$ cat src/rtl/mcssr_pkg.sv
// mcssr_pkg: shared types, constants and register codes for the soft-start ramp block
// used by the channel interfaces and every rtl module of the block
package mcssr_pkg;

  // field widths
  localparam int FULL_SPEED_W = 10;
  localparam int DUTY_W       = 16;
  localparam int STEP_CFG_W   = 10;
  localparam int MODE_W       = 3;
  localparam int PCT_IN_W     = 8;
  localparam int PCT_W        = 7;
  localparam int TIME_W       = 32;
  localparam int TGT_W        = 19;
  localparam int CMD_W        = 2;

  // internal widths
  localparam int ELAPSED_W    = 7;
  localparam int STEP_W       = ELAPSED_W + STEP_CFG_W;
  localparam int CAP_PROD_W   = DUTY_W + PCT_W;
  localparam int FS_PROD_W    = FULL_SPEED_W + PCT_W;
  localparam int Q_FRAC       = 8;
  localparam int FULL_NUM_W   = FS_PROD_W + Q_FRAC;
  localparam int HALF_NUM_W   = FS_PROD_W + Q_FRAC - 1;
  localparam int SPEED_W      = 18;

  // divide by 100 as multiply by ceil(2^32/100), exact for operands below 2^30
  localparam int                  RECIP_W     = 26;
  localparam int                  RECIP_SHIFT = 32;
  localparam logic [RECIP_W-1:0]  RECIP_100   = 26'd42949673;

  localparam logic [PCT_W-1:0]     PCT_MAX    = 7'd100;
  localparam logic [TIME_W-1:0]    GAP_LIMIT  = 32'd100;
  localparam logic [ELAPSED_W-1:0] GAP_SUBST  = 7'd2;
  localparam logic [ELAPSED_W-1:0] ELAPSED_MIN = 7'd1;
  localparam logic [6:0]           ROUND_HALF = 7'd50;

  // motion modes
  localparam logic [MODE_W-1:0] MODE_IDLE  = 3'd0;
  localparam logic [MODE_W-1:0] MODE_FWD   = 3'd1;
  localparam logic [MODE_W-1:0] MODE_BWD   = 3'd2;
  localparam logic [MODE_W-1:0] MODE_LEFT  = 3'd3;
  localparam logic [MODE_W-1:0] MODE_RIGHT = 3'd4;

  // motor commands
  localparam logic [CMD_W-1:0] CMD_STOP_DISABLE = 2'd0;
  localparam logic [CMD_W-1:0] CMD_STOP_HOLD    = 2'd1;
  localparam logic [CMD_W-1:0] CMD_RUN          = 2'd2;

  // configuration registers
  localparam int               ADDR_W         = 4;
  localparam int               DATA_W         = 32;
  localparam logic [1:0]       REG_FULL_SPEED = 2'd0;
  localparam logic [1:0]       REG_DUTY_MAX   = 2'd1;
  localparam logic [1:0]       REG_STEP       = 2'd2;

  localparam logic [FULL_SPEED_W-1:0] FULL_SPEED_RST = 10'd230;
  localparam logic [DUTY_W-1:0]       DUTY_MAX_RST   = 16'd1000;
  localparam logic [STEP_CFG_W-1:0]   STEP_RST       = 10'd50;

  // work queue between front and back
  localparam int QUEUE_AW    = 1;
  localparam int QUEUE_DEPTH = 2 ** QUEUE_AW;

  typedef struct packed {
    logic [FULL_SPEED_W-1:0] full_speed;
    logic [DUTY_W-1:0]       duty_max;
    logic [STEP_CFG_W-1:0]   step_per_ms;
  } cfg_t;

  typedef struct packed {
    logic                  clear;
    logic [MODE_W-1:0]     mode;
    logic [CMD_W-1:0]      motor_command;
    logic                  speed_loop_reset;
    logic [ELAPSED_W-1:0]  elapsed;
    logic [CAP_PROD_W-1:0] p_cap;
    logic [FS_PROD_W-1:0]  p_fs;
  } stage_a_t;

  typedef struct packed {
    logic                 clear;
    logic [MODE_W-1:0]    mode;
    logic [CMD_W-1:0]     motor_command;
    logic                 speed_loop_reset;
    logic [STEP_W-1:0]    step;
    logic [DUTY_W-1:0]    cap;
    logic [SPEED_W-1:0]   full;
    logic [SPEED_W-1:0]   half;
  } work_t;

endpackage

$ cat src/rtl/mcssr_cmd_if.sv
// mcssr_cmd_if: valid/ready channel carrying one motion command
// depends on mcssr_pkg for field widths
interface mcssr_cmd_if;
  logic                              valid;
  logic                              ready;
  logic                              stop_req;
  logic [mcssr_pkg::MODE_W-1:0]      drive_mode;
  logic [mcssr_pkg::PCT_IN_W-1:0]    speed_pct;
  logic [mcssr_pkg::TIME_W-1:0]      now_ms;

  modport source (output valid, stop_req, drive_mode, speed_pct, now_ms,
                  input ready);
  modport sink (input valid, stop_req, drive_mode, speed_pct, now_ms,
                output ready);
endinterface

$ cat src/rtl/mcssr_res_if.sv
// mcssr_res_if: valid/ready channel carrying one ramp result
// depends on mcssr_pkg for field widths
interface mcssr_res_if;
  logic                                valid;
  logic                                ready;
  logic signed [mcssr_pkg::TGT_W-1:0]  left_speed;
  logic signed [mcssr_pkg::TGT_W-1:0]  right_speed;
  logic [mcssr_pkg::DUTY_W-1:0]        duty_limit;
  logic [mcssr_pkg::CMD_W-1:0]         motor_command;
  logic                                speed_loop_reset;

  modport source (output valid, left_speed, right_speed, duty_limit, motor_command,
                  speed_loop_reset, input ready);
  modport sink (input valid, left_speed, right_speed, duty_limit, motor_command,
                speed_loop_reset, output ready);
endinterface

$ cat src/rtl/mcssr_front.sv
// mcssr_front: accepts commands, classifies them, tracks mode and time, scales
// percent into cap and speed targets over two stages; depends on mcssr_pkg, mcssr_cmd_if
module mcssr_front (
  input  logic                 clk,
  input  logic                 rst,
  input  mcssr_pkg::cfg_t      cfg,
  mcssr_cmd_if.sink            cmd,
  output logic                 push_valid,
  input  logic                 push_ready,
  output mcssr_pkg::work_t     push_data
);

  logic                                  a_valid;
  logic                                  b_valid;
  logic                                  a_free;
  logic                                  b_free;
  mcssr_pkg::stage_a_t                   a_reg;
  mcssr_pkg::stage_a_t                   a_next;
  mcssr_pkg::work_t                      b_reg;
  mcssr_pkg::work_t                      b_next;
  logic [mcssr_pkg::MODE_W-1:0]          prev_mode;
  logic [mcssr_pkg::TIME_W-1:0]          prev_time;
  logic [mcssr_pkg::TIME_W-1:0]          elapsed_raw;
  logic [mcssr_pkg::PCT_W-1:0]           pct_sat;
  logic                                  accept;

  logic [mcssr_pkg::FULL_NUM_W-1:0]      full_num;
  logic [mcssr_pkg::HALF_NUM_W-1:0]      half_num;
  logic [mcssr_pkg::CAP_PROD_W+mcssr_pkg::RECIP_W-1:0] cap_prod;
  logic [mcssr_pkg::FULL_NUM_W+mcssr_pkg::RECIP_W-1:0] full_prod;
  logic [mcssr_pkg::HALF_NUM_W+mcssr_pkg::RECIP_W-1:0] half_prod;

  assign b_free     = !b_valid || push_ready;
  assign a_free     = !a_valid || b_free;
  assign cmd.ready  = a_free;
  assign accept     = cmd.valid && a_free;
  assign push_valid = b_valid;
  assign push_data  = b_reg;

  // stage a: classify, elapsed time, percent products
  always_comb begin
    elapsed_raw = cmd.now_ms - prev_time;
    pct_sat = (cmd.speed_pct > mcssr_pkg::PCT_IN_W'(mcssr_pkg::PCT_MAX)) ?
              mcssr_pkg::PCT_MAX : cmd.speed_pct[mcssr_pkg::PCT_W-1:0];

    a_next.clear = cmd.stop_req || (cmd.drive_mode == mcssr_pkg::MODE_IDLE);
    a_next.mode  = cmd.drive_mode;

    if (cmd.stop_req) begin
      a_next.motor_command = mcssr_pkg::CMD_STOP_DISABLE;
    end else begin
      case (cmd.drive_mode)
        mcssr_pkg::MODE_FWD,
        mcssr_pkg::MODE_BWD,
        mcssr_pkg::MODE_LEFT,
        mcssr_pkg::MODE_RIGHT: a_next.motor_command = mcssr_pkg::CMD_RUN;
        default:               a_next.motor_command = mcssr_pkg::CMD_STOP_HOLD;
      endcase
    end

    a_next.speed_loop_reset = a_next.clear || (cmd.drive_mode != prev_mode);

    // long gaps count as a short one, no gap still moves one step
    if (elapsed_raw > mcssr_pkg::GAP_LIMIT) begin
      a_next.elapsed = mcssr_pkg::GAP_SUBST;
    end else if (elapsed_raw == '0) begin
      a_next.elapsed = mcssr_pkg::ELAPSED_MIN;
    end else begin
      a_next.elapsed = elapsed_raw[mcssr_pkg::ELAPSED_W-1:0];
    end

    a_next.p_cap = mcssr_pkg::CAP_PROD_W'(cfg.duty_max) *
                   mcssr_pkg::CAP_PROD_W'(pct_sat);
    a_next.p_fs  = mcssr_pkg::FS_PROD_W'(cfg.full_speed) *
                   mcssr_pkg::FS_PROD_W'(pct_sat);
  end

  // stage b: step size and divide by 100 through the reciprocal
  always_comb begin
    full_num  = {a_reg.p_fs, {mcssr_pkg::Q_FRAC{1'b0}}} +
                mcssr_pkg::FULL_NUM_W'(mcssr_pkg::ROUND_HALF);
    half_num  = {a_reg.p_fs, {(mcssr_pkg::Q_FRAC-1){1'b0}}} +
                mcssr_pkg::HALF_NUM_W'(mcssr_pkg::ROUND_HALF);
    cap_prod  = (mcssr_pkg::CAP_PROD_W+mcssr_pkg::RECIP_W)'(a_reg.p_cap) *
                (mcssr_pkg::CAP_PROD_W+mcssr_pkg::RECIP_W)'(mcssr_pkg::RECIP_100);
    full_prod = (mcssr_pkg::FULL_NUM_W+mcssr_pkg::RECIP_W)'(full_num) *
                (mcssr_pkg::FULL_NUM_W+mcssr_pkg::RECIP_W)'(mcssr_pkg::RECIP_100);
    half_prod = (mcssr_pkg::HALF_NUM_W+mcssr_pkg::RECIP_W)'(half_num) *
                (mcssr_pkg::HALF_NUM_W+mcssr_pkg::RECIP_W)'(mcssr_pkg::RECIP_100);

    b_next.clear            = a_reg.clear;
    b_next.mode             = a_reg.mode;
    b_next.motor_command    = a_reg.motor_command;
    b_next.speed_loop_reset = a_reg.speed_loop_reset;
    b_next.step = mcssr_pkg::STEP_W'(a_reg.elapsed) * mcssr_pkg::STEP_W'(cfg.step_per_ms);
    b_next.cap  = cap_prod[mcssr_pkg::RECIP_SHIFT +: mcssr_pkg::DUTY_W];
    b_next.full = full_prod[mcssr_pkg::RECIP_SHIFT +: mcssr_pkg::SPEED_W];
    b_next.half = half_prod[mcssr_pkg::RECIP_SHIFT +: mcssr_pkg::SPEED_W];
  end

  always_ff @(posedge clk) begin
    if (rst) begin
      a_valid   <= 1'b0;
      b_valid   <= 1'b0;
      prev_mode <= mcssr_pkg::MODE_IDLE;
      prev_time <= '0;
    end else begin
      if (a_free) begin
        a_valid <= cmd.valid;
      end
      if (b_free) begin
        b_valid <= a_valid;
      end
      if (accept) begin
        prev_mode <= a_next.clear ? mcssr_pkg::MODE_IDLE : cmd.drive_mode;
        // time only moves when the command is not a stop or idle
        if (!a_next.clear) begin
          prev_time <= cmd.now_ms;
        end
      end
    end
  end

  always_ff @(posedge clk) begin
    if (accept) begin
      a_reg <= a_next;
    end
    if (a_valid && b_free) begin
      b_reg <= b_next;
    end
  end

endmodule

$ cat src/rtl/mcssr_queue.sv
// mcssr_queue: short register queue of classified work between front and back
// depends on mcssr_pkg for the entry type and depth
module mcssr_queue (
  input  logic              clk,
  input  logic              rst,
  input  logic              push_valid,
  output logic              push_ready,
  input  mcssr_pkg::work_t  push_data,
  output logic              pop_valid,
  input  logic              pop_ready,
  output mcssr_pkg::work_t  pop_data
);

  mcssr_pkg::work_t                entries [mcssr_pkg::QUEUE_DEPTH];
  logic [mcssr_pkg::QUEUE_AW-1:0]  wr_ptr;
  logic [mcssr_pkg::QUEUE_AW-1:0]  rd_ptr;
  logic [mcssr_pkg::QUEUE_AW:0]    count;
  logic                            push;
  logic                            pop;

  assign push_ready = (count != (mcssr_pkg::QUEUE_AW+1)'(mcssr_pkg::QUEUE_DEPTH));
  assign pop_valid  = (count != '0);
  assign push       = push_valid && push_ready;
  assign pop        = pop_valid && pop_ready;
  assign pop_data   = entries[rd_ptr];

  always_ff @(posedge clk) begin
    if (rst) begin
      wr_ptr <= '0;
      rd_ptr <= '0;
      count  <= '0;
    end else begin
      if (push) begin
        wr_ptr <= wr_ptr + 1'b1;
      end
      if (pop) begin
        rd_ptr <= rd_ptr + 1'b1;
      end
      if (push && !pop) begin
        count <= count + 1'b1;
      end else if (pop && !push) begin
        count <= count - 1'b1;
      end
    end
  end

  always_ff @(posedge clk) begin
    if (push) begin
      entries[wr_ptr] <= push_data;
    end
  end

  assert property (@(posedge clk) disable iff (rst)
    count <= (mcssr_pkg::QUEUE_AW+1)'(mcssr_pkg::QUEUE_DEPTH))
    else $error("work queue count past depth");

endmodule

$ cat src/rtl/mcssr_back.sv
// mcssr_back: applies the ramp update to queued work and holds the result register
// depends on mcssr_pkg, mcssr_res_if
module mcssr_back (
  input  logic              clk,
  input  logic              rst,
  input  logic              pop_valid,
  output logic              pop_ready,
  input  mcssr_pkg::work_t  pop_data,
  mcssr_res_if.source       res
);

  logic [mcssr_pkg::DUTY_W-1:0]       ramp;
  logic [mcssr_pkg::DUTY_W-1:0]       ramp_next;
  logic [mcssr_pkg::DUTY_W-1:0]       base;
  logic [mcssr_pkg::DUTY_W-1:0]       diff;
  logic                               pop;
  logic signed [mcssr_pkg::TGT_W-1:0] full_s;
  logic signed [mcssr_pkg::TGT_W-1:0] half_s;
  logic signed [mcssr_pkg::TGT_W-1:0] left_next;
  logic signed [mcssr_pkg::TGT_W-1:0] right_next;
  logic [mcssr_pkg::DUTY_W-1:0]       duty_next;

  assign pop_ready = !res.valid || res.ready;
  assign pop       = pop_valid && pop_ready;

  always_comb begin
    // a mode change restarts the ramp from zero before slewing
    base = pop_data.speed_loop_reset ? '0 : ramp;
    diff = '0;
    if (pop_data.clear) begin
      ramp_next = '0;
    end else if (base < pop_data.cap) begin
      diff = pop_data.cap - base;
      ramp_next = (mcssr_pkg::STEP_W'(diff) > pop_data.step) ?
                  base + pop_data.step[mcssr_pkg::DUTY_W-1:0] : pop_data.cap;
    end else if (base > pop_data.cap) begin
      diff = base - pop_data.cap;
      ramp_next = (mcssr_pkg::STEP_W'(diff) > pop_data.step) ?
                  base - pop_data.step[mcssr_pkg::DUTY_W-1:0] : pop_data.cap;
    end else begin
      ramp_next = base;
    end
  end

  always_comb begin
    full_s = $signed({1'b0, pop_data.full});
    half_s = $signed({1'b0, pop_data.half});
    left_next  = '0;
    right_next = '0;
    duty_next  = '0;
    if (!pop_data.clear) begin
      case (pop_data.mode)
        mcssr_pkg::MODE_FWD: begin
          left_next  = full_s;
          right_next = full_s;
          duty_next  = ramp_next;
        end
        mcssr_pkg::MODE_BWD: begin
          left_next  = -full_s;
          right_next = -full_s;
          duty_next  = ramp_next;
        end
        mcssr_pkg::MODE_LEFT: begin
          left_next  = -half_s;
          right_next = half_s;
          duty_next  = ramp_next;
        end
        mcssr_pkg::MODE_RIGHT: begin
          left_next  = half_s;
          right_next = -half_s;
          duty_next  = ramp_next;
        end
        default: begin
          left_next  = '0;
          right_next = '0;
          duty_next  = '0;
        end
      endcase
    end
  end

  always_ff @(posedge clk) begin
    if (rst) begin
      res.valid <= 1'b0;
      ramp      <= '0;
    end else begin
      if (pop) begin
        res.valid <= 1'b1;
        ramp      <= ramp_next;
      end else if (res.ready) begin
        res.valid <= 1'b0;
      end
    end
  end

  always_ff @(posedge clk) begin
    if (pop) begin
      res.left_speed       <= left_next;
      res.right_speed      <= right_next;
      res.duty_limit       <= duty_next;
      res.motor_command    <= pop_data.motor_command;
      res.speed_loop_reset <= pop_data.speed_loop_reset;
    end
  end

  assert property (@(posedge clk) disable iff (rst)
    pop && pop_data.clear |=> ramp == '0)
    else $error("ramp not cleared after stop");

  assert property (@(posedge clk) disable iff (rst)
    res.valid && res.duty_limit != '0 |-> res.motor_command == mcssr_pkg::CMD_RUN)
    else $error("duty shown while not running");

  assert property (@(posedge clk) disable iff (rst)
    res.valid && res.motor_command == mcssr_pkg::CMD_STOP_DISABLE |->
      res.speed_loop_reset && res.left_speed == '0 && res.right_speed == '0)
    else $error("emergency result not fully stopped");

endmodule

$ cat src/rtl/motion_command_soft_start_ramp.sv
// motion_command_soft_start_ramp: top level with configuration registers and the
// front, queue and back parts; depends on mcssr_pkg, mcssr_cmd_if, mcssr_res_if
//
// Takes one motion command per clock on cmd while res is ready, and returns one
// result per command on res, in order. An accepted command passes stage a,
// stage b, the queue and the result register. Sustained rate is one command per
// cycle, set by the single ramp register updated once per transaction in the
// back part. A two-entry queue and the result register let cmd keep accepting
// while a result waits. Registers at byte addresses 0 (full_speed), 4 (duty_max)
// and 8 (step_per_ms) may only be written while no command is in flight.
module motion_command_soft_start_ramp (
  input  logic                            clk,
  input  logic                            rst,
  mcssr_cmd_if.sink                       cmd,
  mcssr_res_if.source                     res,
  input  logic                            psel,
  input  logic                            penable,
  input  logic                            pwrite,
  input  logic [mcssr_pkg::ADDR_W-1:0]    paddr,
  input  logic [mcssr_pkg::DATA_W-1:0]    pwdata,
  output logic [mcssr_pkg::DATA_W-1:0]    prdata,
  output logic                            pready
);

  mcssr_pkg::cfg_t   cfg;
  logic              cfg_write;
  logic              push_valid;
  logic              push_ready;
  mcssr_pkg::work_t  push_data;
  logic              pop_valid;
  logic              pop_ready;
  mcssr_pkg::work_t  pop_data;

  assign pready    = 1'b1;
  assign cfg_write = psel && penable && pwrite && pready;

  always_ff @(posedge clk) begin
    if (rst) begin
      cfg.full_speed  <= mcssr_pkg::FULL_SPEED_RST;
      cfg.duty_max    <= mcssr_pkg::DUTY_MAX_RST;
      cfg.step_per_ms <= mcssr_pkg::STEP_RST;
    end else if (cfg_write) begin
      case (paddr[3:2])
        mcssr_pkg::REG_FULL_SPEED: cfg.full_speed  <= pwdata[mcssr_pkg::FULL_SPEED_W-1:0];
        mcssr_pkg::REG_DUTY_MAX:   cfg.duty_max    <= pwdata[mcssr_pkg::DUTY_W-1:0];
        mcssr_pkg::REG_STEP:       cfg.step_per_ms <= pwdata[mcssr_pkg::STEP_CFG_W-1:0];
        default: begin
        end
      endcase
    end
  end

  always_comb begin
    case (paddr[3:2])
      mcssr_pkg::REG_FULL_SPEED: prdata = mcssr_pkg::DATA_W'(cfg.full_speed);
      mcssr_pkg::REG_DUTY_MAX:   prdata = mcssr_pkg::DATA_W'(cfg.duty_max);
      mcssr_pkg::REG_STEP:       prdata = mcssr_pkg::DATA_W'(cfg.step_per_ms);
      default:                   prdata = '0;
    endcase
  end

  mcssr_front u_front (
    .clk        (clk),
    .rst        (rst),
    .cfg        (cfg),
    .cmd        (cmd),
    .push_valid (push_valid),
    .push_ready (push_ready),
    .push_data  (push_data)
  );

  mcssr_queue u_queue (
    .clk        (clk),
    .rst        (rst),
    .push_valid (push_valid),
    .push_ready (push_ready),
    .push_data  (push_data),
    .pop_valid  (pop_valid),
    .pop_ready  (pop_ready),
    .pop_data   (pop_data)
  );

  mcssr_back u_back (
    .clk       (clk),
    .rst       (rst),
    .pop_valid (pop_valid),
    .pop_ready (pop_ready),
    .pop_data  (pop_data),
    .res       (res)
  );

endmodule
$ cat src/flat_wrapper.sv
// flat-port wrapper written by rule: the top's interface ports become plain ports
module motion_command_soft_start_ramp_flat 
  (clk, rst, psel, penable, pwrite, paddr, pwdata, prdata, pready, cmd_valid, cmd_stop_req, cmd_drive_mode, cmd_speed_pct, cmd_now_ms, cmd_ready, res_valid, res_left_speed, res_right_speed, res_duty_limit, res_motor_command, res_speed_loop_reset, res_ready);
  mcssr_cmd_if cmd_i ();
  mcssr_res_if res_i ();
  input  logic clk;
  input  logic rst;
  input  logic psel;
  input  logic penable;
  input  logic pwrite;
  input  logic [mcssr_pkg::ADDR_W-1:0] paddr;
  input  logic [mcssr_pkg::DATA_W-1:0] pwdata;
  output logic [mcssr_pkg::DATA_W-1:0] prdata;
  output logic pready;
  input wire logic [$bits(cmd_i.valid)-1:0] cmd_valid;
  input wire logic [$bits(cmd_i.stop_req)-1:0] cmd_stop_req;
  input wire logic [$bits(cmd_i.drive_mode)-1:0] cmd_drive_mode;
  input wire logic [$bits(cmd_i.speed_pct)-1:0] cmd_speed_pct;
  input wire logic [$bits(cmd_i.now_ms)-1:0] cmd_now_ms;
  output wire logic [$bits(cmd_i.ready)-1:0] cmd_ready;
  output wire logic [$bits(res_i.valid)-1:0] res_valid;
  output wire logic [$bits(res_i.left_speed)-1:0] res_left_speed;
  output wire logic [$bits(res_i.right_speed)-1:0] res_right_speed;
  output wire logic [$bits(res_i.duty_limit)-1:0] res_duty_limit;
  output wire logic [$bits(res_i.motor_command)-1:0] res_motor_command;
  output wire logic [$bits(res_i.speed_loop_reset)-1:0] res_speed_loop_reset;
  input wire logic [$bits(res_i.ready)-1:0] res_ready;
  assign cmd_i.valid = cmd_valid;
  assign cmd_i.stop_req = cmd_stop_req;
  assign cmd_i.drive_mode = cmd_drive_mode;
  assign cmd_i.speed_pct = cmd_speed_pct;
  assign cmd_i.now_ms = cmd_now_ms;
  assign cmd_ready = cmd_i.ready;
  assign res_valid = res_i.valid;
  assign res_left_speed = res_i.left_speed;
  assign res_right_speed = res_i.right_speed;
  assign res_duty_limit = res_i.duty_limit;
  assign res_motor_command = res_i.motor_command;
  assign res_speed_loop_reset = res_i.speed_loop_reset;
  assign res_i.ready = res_ready;
  motion_command_soft_start_ramp u_core (.clk(clk), .rst(rst), .cmd(cmd_i), .res(res_i), .psel(psel), .penable(penable), .pwrite(pwrite), .paddr(paddr), .pwdata(pwdata), .prdata(prdata), .pready(pready));
endmodule
$ cat config.mk
export PLATFORM = sky130hd
export DESIGN_NAME = motion_command_soft_start_ramp_flat
export DESIGN_NICKNAME = d
export VERILOG_FILES = /design/src/rtl/mcssr_pkg.sv /design/src/rtl/mcssr_cmd_if.sv /design/src/rtl/mcssr_res_if.sv /design/src/rtl/mcssr_front.sv /design/src/rtl/mcssr_queue.sv /design/src/rtl/mcssr_back.sv /design/src/rtl/motion_command_soft_start_ramp.sv /design/src/flat_wrapper.sv
export SDC_FILE = /design/constraint.sdc
export NUM_CORES = 2
export LEC_CHECK = 0
export ABC_AREA = 1
export BUFFER_PORTS_ARGS = -buffer_cell sky130_fd_sc_hd__buf_4
export CAP_MARGIN = 20
export CORE_MARGIN = 8
export CORE_UTILIZATION = 29
export CTS_CLUSTER_SIZE = 10
export DETAILED_ROUTE_END_ITERATION = 10
export SLEW_MARGIN = 10
export SYNTH_ARGS = -nofsm -noshare
export SYNTH_HDL_FRONTEND = slang
export SYNTH_HIERARCHICAL = 1
export SYNTH_SLANG_ARGS = --single-unit
$ cat constraint.sdc
create_clock -name clk -period 6.7 [get_ports clk]
set_input_delay 0.335 -clock clk [delete_from_list [all_inputs] [get_ports clk]]
set_output_delay 0.335 -clock clk [all_outputs]
set_load 0.02 [all_outputs]
-- After elaboration in Yosys (flattened, before gate mapping)
Memories as Yosys holds them, arrays and structs flattened. A register that Yosys moved wholly into a read port is not among the register bits.
Cells that the tools add are included.
- register bits: 281
- latch bits: 0
- bits in writable memories: 152
- memory bits (read-only): 0
- output and inout port bits: 92
- word-level logic and storage cells: 126
- memories kept: 1
- memories (name ; words ; bits a word ; rd ports ; clocked after Yosys merged registers in ; wr ports ; line ; source):
    u_core.u_queue.entries ; 2 ; 76 ; 1 ; 1 ; 1 ; mcssr_queue.sv:14 ; mcssr_pkg::work_t entries [mcssr_pkg::QUEUE_DEPTH];
- add/subtract/negate cells: 13
- $mul: 6
- div/mod/pow operators: 0
- magnitude comparators: 6
- eq/ne operators: 12
- shifts and indexed selects: 0
- muxes and demuxes: 21
- bitwise logic cells: 2
- reductions and logical operators: 32
- operator list (operator ; number):
    19-bit case mux with 4 select lines ; 2
    16-bit two-way mux ; 6
    24-bit by 26-bit multiplier with 50-bit output (second input constant) ; 1
    25-bit by 26-bit multiplier with 50-bit output (second input constant) ; 1
    23-bit by 26-bit multiplier with 48-bit output (second input constant) ; 1
    16-bit case mux with 3 select lines ; 1
    16-bit subtractor ; 3
    18-bit negation with 19-bit output ; 2
    16-bit by 17-bit greater-than comparator with 1-bit output ; 2
    32-bit by 7-bit greater-than comparator with 1-bit output (second input constant) ; 1
    32-bit logical NOT ; 1
    32-bit subtractor ; 1
    25-bit by 6-bit adder with 25-bit output (second input constant) ; 1
    24-bit by 6-bit adder with 24-bit output (second input constant) ; 1
    16-bit by 7-bit multiplier with 23-bit output ; 1
    10-bit by 7-bit multiplier with 17-bit output ; 1
    7-bit by 10-bit multiplier with 17-bit output ; 1
    16-bit adder ; 1
    16-bit greater-than comparator ; 1
    16-bit less-than comparator ; 1
    3-bit by 2-bit equality test with 1-bit output (second input constant) ; 4
    8-bit by 7-bit greater-than comparator with 1-bit output (second input constant) ; 1
    1-bit logical AND ; 8
    2-bit two-way mux ; 4
    21 further kinds ; 45

-- Longest topological paths before layout
- depth in word-level cells: 7
- gate-level depth with buffers: 34
- mapped depth without buffers: 30

-- Cells and area by module
The synthesis kept the hierarchy.
- modules (own cells, without submodules) (module ; times used ; cells an instance ; area an instance (um^2) ; sequential area each (um^2)):
    mcssr_front ; 1 ; 4326 ; 36078.4 ; 4644.5
    mcssr_back ; 1 ; 1307 ; 8575.7 ; 2021.9
    mcssr_queue ; 1 ; 273 ; 5876.9 ; 4664.5
    motion_command_soft_start_ramp ; 1 ; 281 ; 1818.0 ; 720.7

-- Least setup slack after synthesis
OpenSTA, ideal clock, no wires.
- kind: reg-to-reg
- start point: reg u_core/u_front/a_reg[23] (netlist bit)
- end point: reg u_core.u_front.b_reg (netlist bit u_core/u_front/push_data[46]), data pin
- setup time: 0.258 ns
- data arrival time: 5.657 ns
- required time: 6.442 ns
- slack: 0.785 ns
- stages on the path, launching flop included: 23
- period minus slack after synthesis: 5.915 ns
- cells stage by stage: edfxtp_1 > inv_1 > fa_1 > inv_1 > fa_1 > inv_1 > fa_1 > inv_1 > fa_1 > fa_1 > fa_1 > inv_1 > fa_1 > inv_1 > ha_1 > nand2_1 > nor2_1 > nand2_1 > nor2_1 > nand2_1 > o211ai_1 > a21oi_1 > xnor2_1
- RTL lines (item ; line ; source):
    start: declaration ; mcssr_front.sv:17 ; mcssr_pkg::stage_a_t a_reg;
    start signal: assignment ; mcssr_front.sv:126 ; a_reg <= a_next;
    end signal: assignment ; mcssr_front.sv:129 ; b_reg <= b_next;
    end: declaration ; mcssr_front.sv:19 ; mcssr_pkg::work_t b_reg;

==> impl_metrics.toml <==
[status]
status = "finished, final reports clean"

[timing]
slew_violations = 0
finalHoldViolations = 0
rsz0062_at_grt = "no"
tightest_slew_ps = 1030
setup_viol = 0
hold-worst-slack_ps = 78.5
slew_headroom_pct = 30.8
finalSetupTns_ps = 0
worst_clock_skew_ps = 31.2
fin_ws_ps = 402
max_freq_ghz = 0.159
period_share_pct = 94.0
final.min_clock_period_ps = 6300

[finish]
num-nets-final = 7733
area_growth_pct = 12.2
final_cell_mix = "inv_1 (1352), nand2_1 (1097), ha_1 (715), nor2_1 (568), fa_1 (518)"
nFillCells = 18800
final_common_cell = "inv_1"
insertedDiodeCount = 0
fin_util_pct = 32.6
drive_gt1_share_pct = 7.18
largest_reg_flops = 152

[cts]
clock_latency_ps = 670
cts_resized = 0
clock_sinks = 433
cts-htree-levels = 2
path_clk_slew_ps = 50
cts-root-buf = "clkbuf_16"
cts_buffers = 55
cts_tree = "built"
clockBufferDepth = 3
cts_setup_buffers = 0

[worst_setup_path]
cp_cell_sequence = "inv_1 > fa_1 > inv_1 > fa_1 > fa_1 > fa_1 > fa_1 > inv_1 > fa_1 > inv_1 > ha_1 > ha_1 > nand2_1 > nor2_1 > nand2_1 > inv_1 > nand3_1 > o211a_1 > o21ai_0 > nand2_1 > nand3_1 > nand2_1"
crit_required_ps = 7130
cp_slowest_cell = "edfxtp_1"
endpoint_kind = "flop"
crit_fanout = 7
start_kind = "flop"
cp.arrival_ps = 6720
crit_family = "adder cells"
crit_top_cell = "fa_1"
critPathMaxStageDelay_ps = 650
cp_num_buf_inv = 5
path_class = "flop to flop"

[detailed_routing]
route.vias.total = 40605
drtIter0Drc = 2474
drcViolationCount = 0
wirelength_um = 149000
avgViaCountPerCell = 4.60
routedWlPerCell_um = 16.9
dr.pass1.iters = 5
postRouteAntennaNets = 0

[logic_synthesis]
yosys.area.top_type_share_pct = 19.8
synth.top_cells.by_area = "fa_1 (20%), edfxtp_1 (19%), ha_1 (17%)"
syn_inst = 6187
synth-seq-cells = 433
synth_area_per_cell_um2 = 8.46
synth_edf_count = 338
synth-main-ff-cell = "edfxtp_1"
synth-async-reset-ratio_pct = 0
ys_seq_area_share_pct = 23.0
ys_warn_count = 6
synth_cell_types = 65
syn_area_um2 = 52300
synth_largest_area_cell = "fa_1"

[die]
start_util_pct = 29.1
ioPinCount = 179
rows = 156
core-area_um2 = 180000
dieArea_um2 = 194000
chipWidth_um = 441
die_y_um = 441

[grt]
grt_usage_pct = 15.1
grt_pass1_wl_um = 233000
antenna_found_initial = 0
grt_max_degree = 86
grt_pass1_vias = 41576
grt-ovfl-total = 0

[place]
io_buffer_count = 143
pre_cts_ws_ps = 391
routabilityCongestion = 0.935
dpl.hpwl_um = 127000

[worst_hold_path]
min_path_type = "input pin to flop"

[run]
max_cap_violations = 0
==> worst reg2reg max path, delay by kind of cell (launching register included) <==
family	cells	cell delay [ps]
AOI/OAI and AO/OA	2	660
adders and majority gates	8	3680
buffers and inverters	5	410
DFF	1	650
and+or+nand+nor	7	690
==> cells in the mapped netlist, types with 5 or more instances <==
cell      count
a211oi_1     36
a21boi_0      5
a21o_1       21
a21oi_1     314
a21oi_2       5
a221oi_1     16
a31oi_1      25
and2_1        5
buf_2        19
buf_4        22
buf_6         7
clkbuf_1     62
clkbuf_2      5
dfxtp_1      95
edfxtp_1    338
fa_1        518
ha_1        715
inv_1      1353
inv_2         7
mux2_2       36
mux2_4       40
nand2_1    1097
nand2_2      25
nand2_4       7
nand3_1     234
nand3_2      11
nand3b_1     15
nand4_1      39
nor2_1      570
nor2_2       14
nor3_1       48
nor3_2        5
nor4_1       17
o211ai_1     14
o21a_1        5
o21ai_0     165
o21ai_1      12
o21bai_1     23
o22ai_1      19
o31ai_1      13
or2_2         6
xnor2_1      41
xor2_1      128
==> through the flow <==
step / area, um^2 / std cells
2_1_floorplan: 52400 / 6202
3_3_place_gp: 56400 / 8675
3_5_place_dp: 56400 / 8675
4_1_cts: 58700 / 8828
5_1_grt: 58700 / 8828
6_report: 58700 / 8828
==> cell type report <==
cell class                 instances  area [um^2]  area share (%)
inverter                        1365         5130            8.73
clock inverter                    17          245           0.418
sequential                       433        12100            20.5
clock buffer                      85         1530            2.61
tap                             2370         2970            5.05
multi-input combinational       4288        34700            59.0
timing repair buffer             270         2150            3.67
==> worst paths after layout <==
| path | slack [ps] | from | cells after the start | endpoint |
|---|---|---|---|---|
| max | 400 | u_core/u_front/a_reg[2] | 22 | u_core/u_front/push_data[34] |
| min | 80 | pwdata[0] | 5 | u_core/cfg[10] |
| max reg2reg | 400 | u_core/u_front/a_reg[2] | 22 | u_core/u_front/push_data[34] |
| min reg2reg | 420 | u_core/u_front/a_reg[47] | 0 | u_core/u_front/push_data[69] |
==> per-layer routing <==
metal / vias to the layer above / track usage (%) / wire length, um
met5: - / 0 / 0
met4: 0 / 3.86 / 3920
met3: 183 / 1.71 / 6650
met2: 915 / 25.9 / 70200
met1: 19458 / 20.2 / 68700
li1: 20049 / - / -
==> kinds of logic (layout without fill, tap and decap cells) <==
| kind of cell | after synthesis | in the layout | synth area share, % |
|---|---|---|---|
| and+or+nand+nor | 2100 | 2100 | 16.7 |
| buffers and inverters | 1481 | 1737 | 11.0 |
| adders and majority gates | 1233 | 1233 | 36.9 |
| AOI/OAI and AO/OA | 693 | 693 | 7.61 |
| DFF | 433 | 433 | 23.0 |
| xor gates and xnor gates | 169 | 169 | 2.83 |
| muxes | 76 | 76 | 1.92 |
| other | 2 | 17 | 0.0143 |
==> what timing repair did <==
item,4_1_cts,5_1_grt
hold endpoints to repair,68,0
hold buffers,51,0
endpoints found under the setup margin,0,0
Power is left out: the tool's default activity adds up to more than one toggle a clock period on the data nets, which glitch-free logic cannot reach.
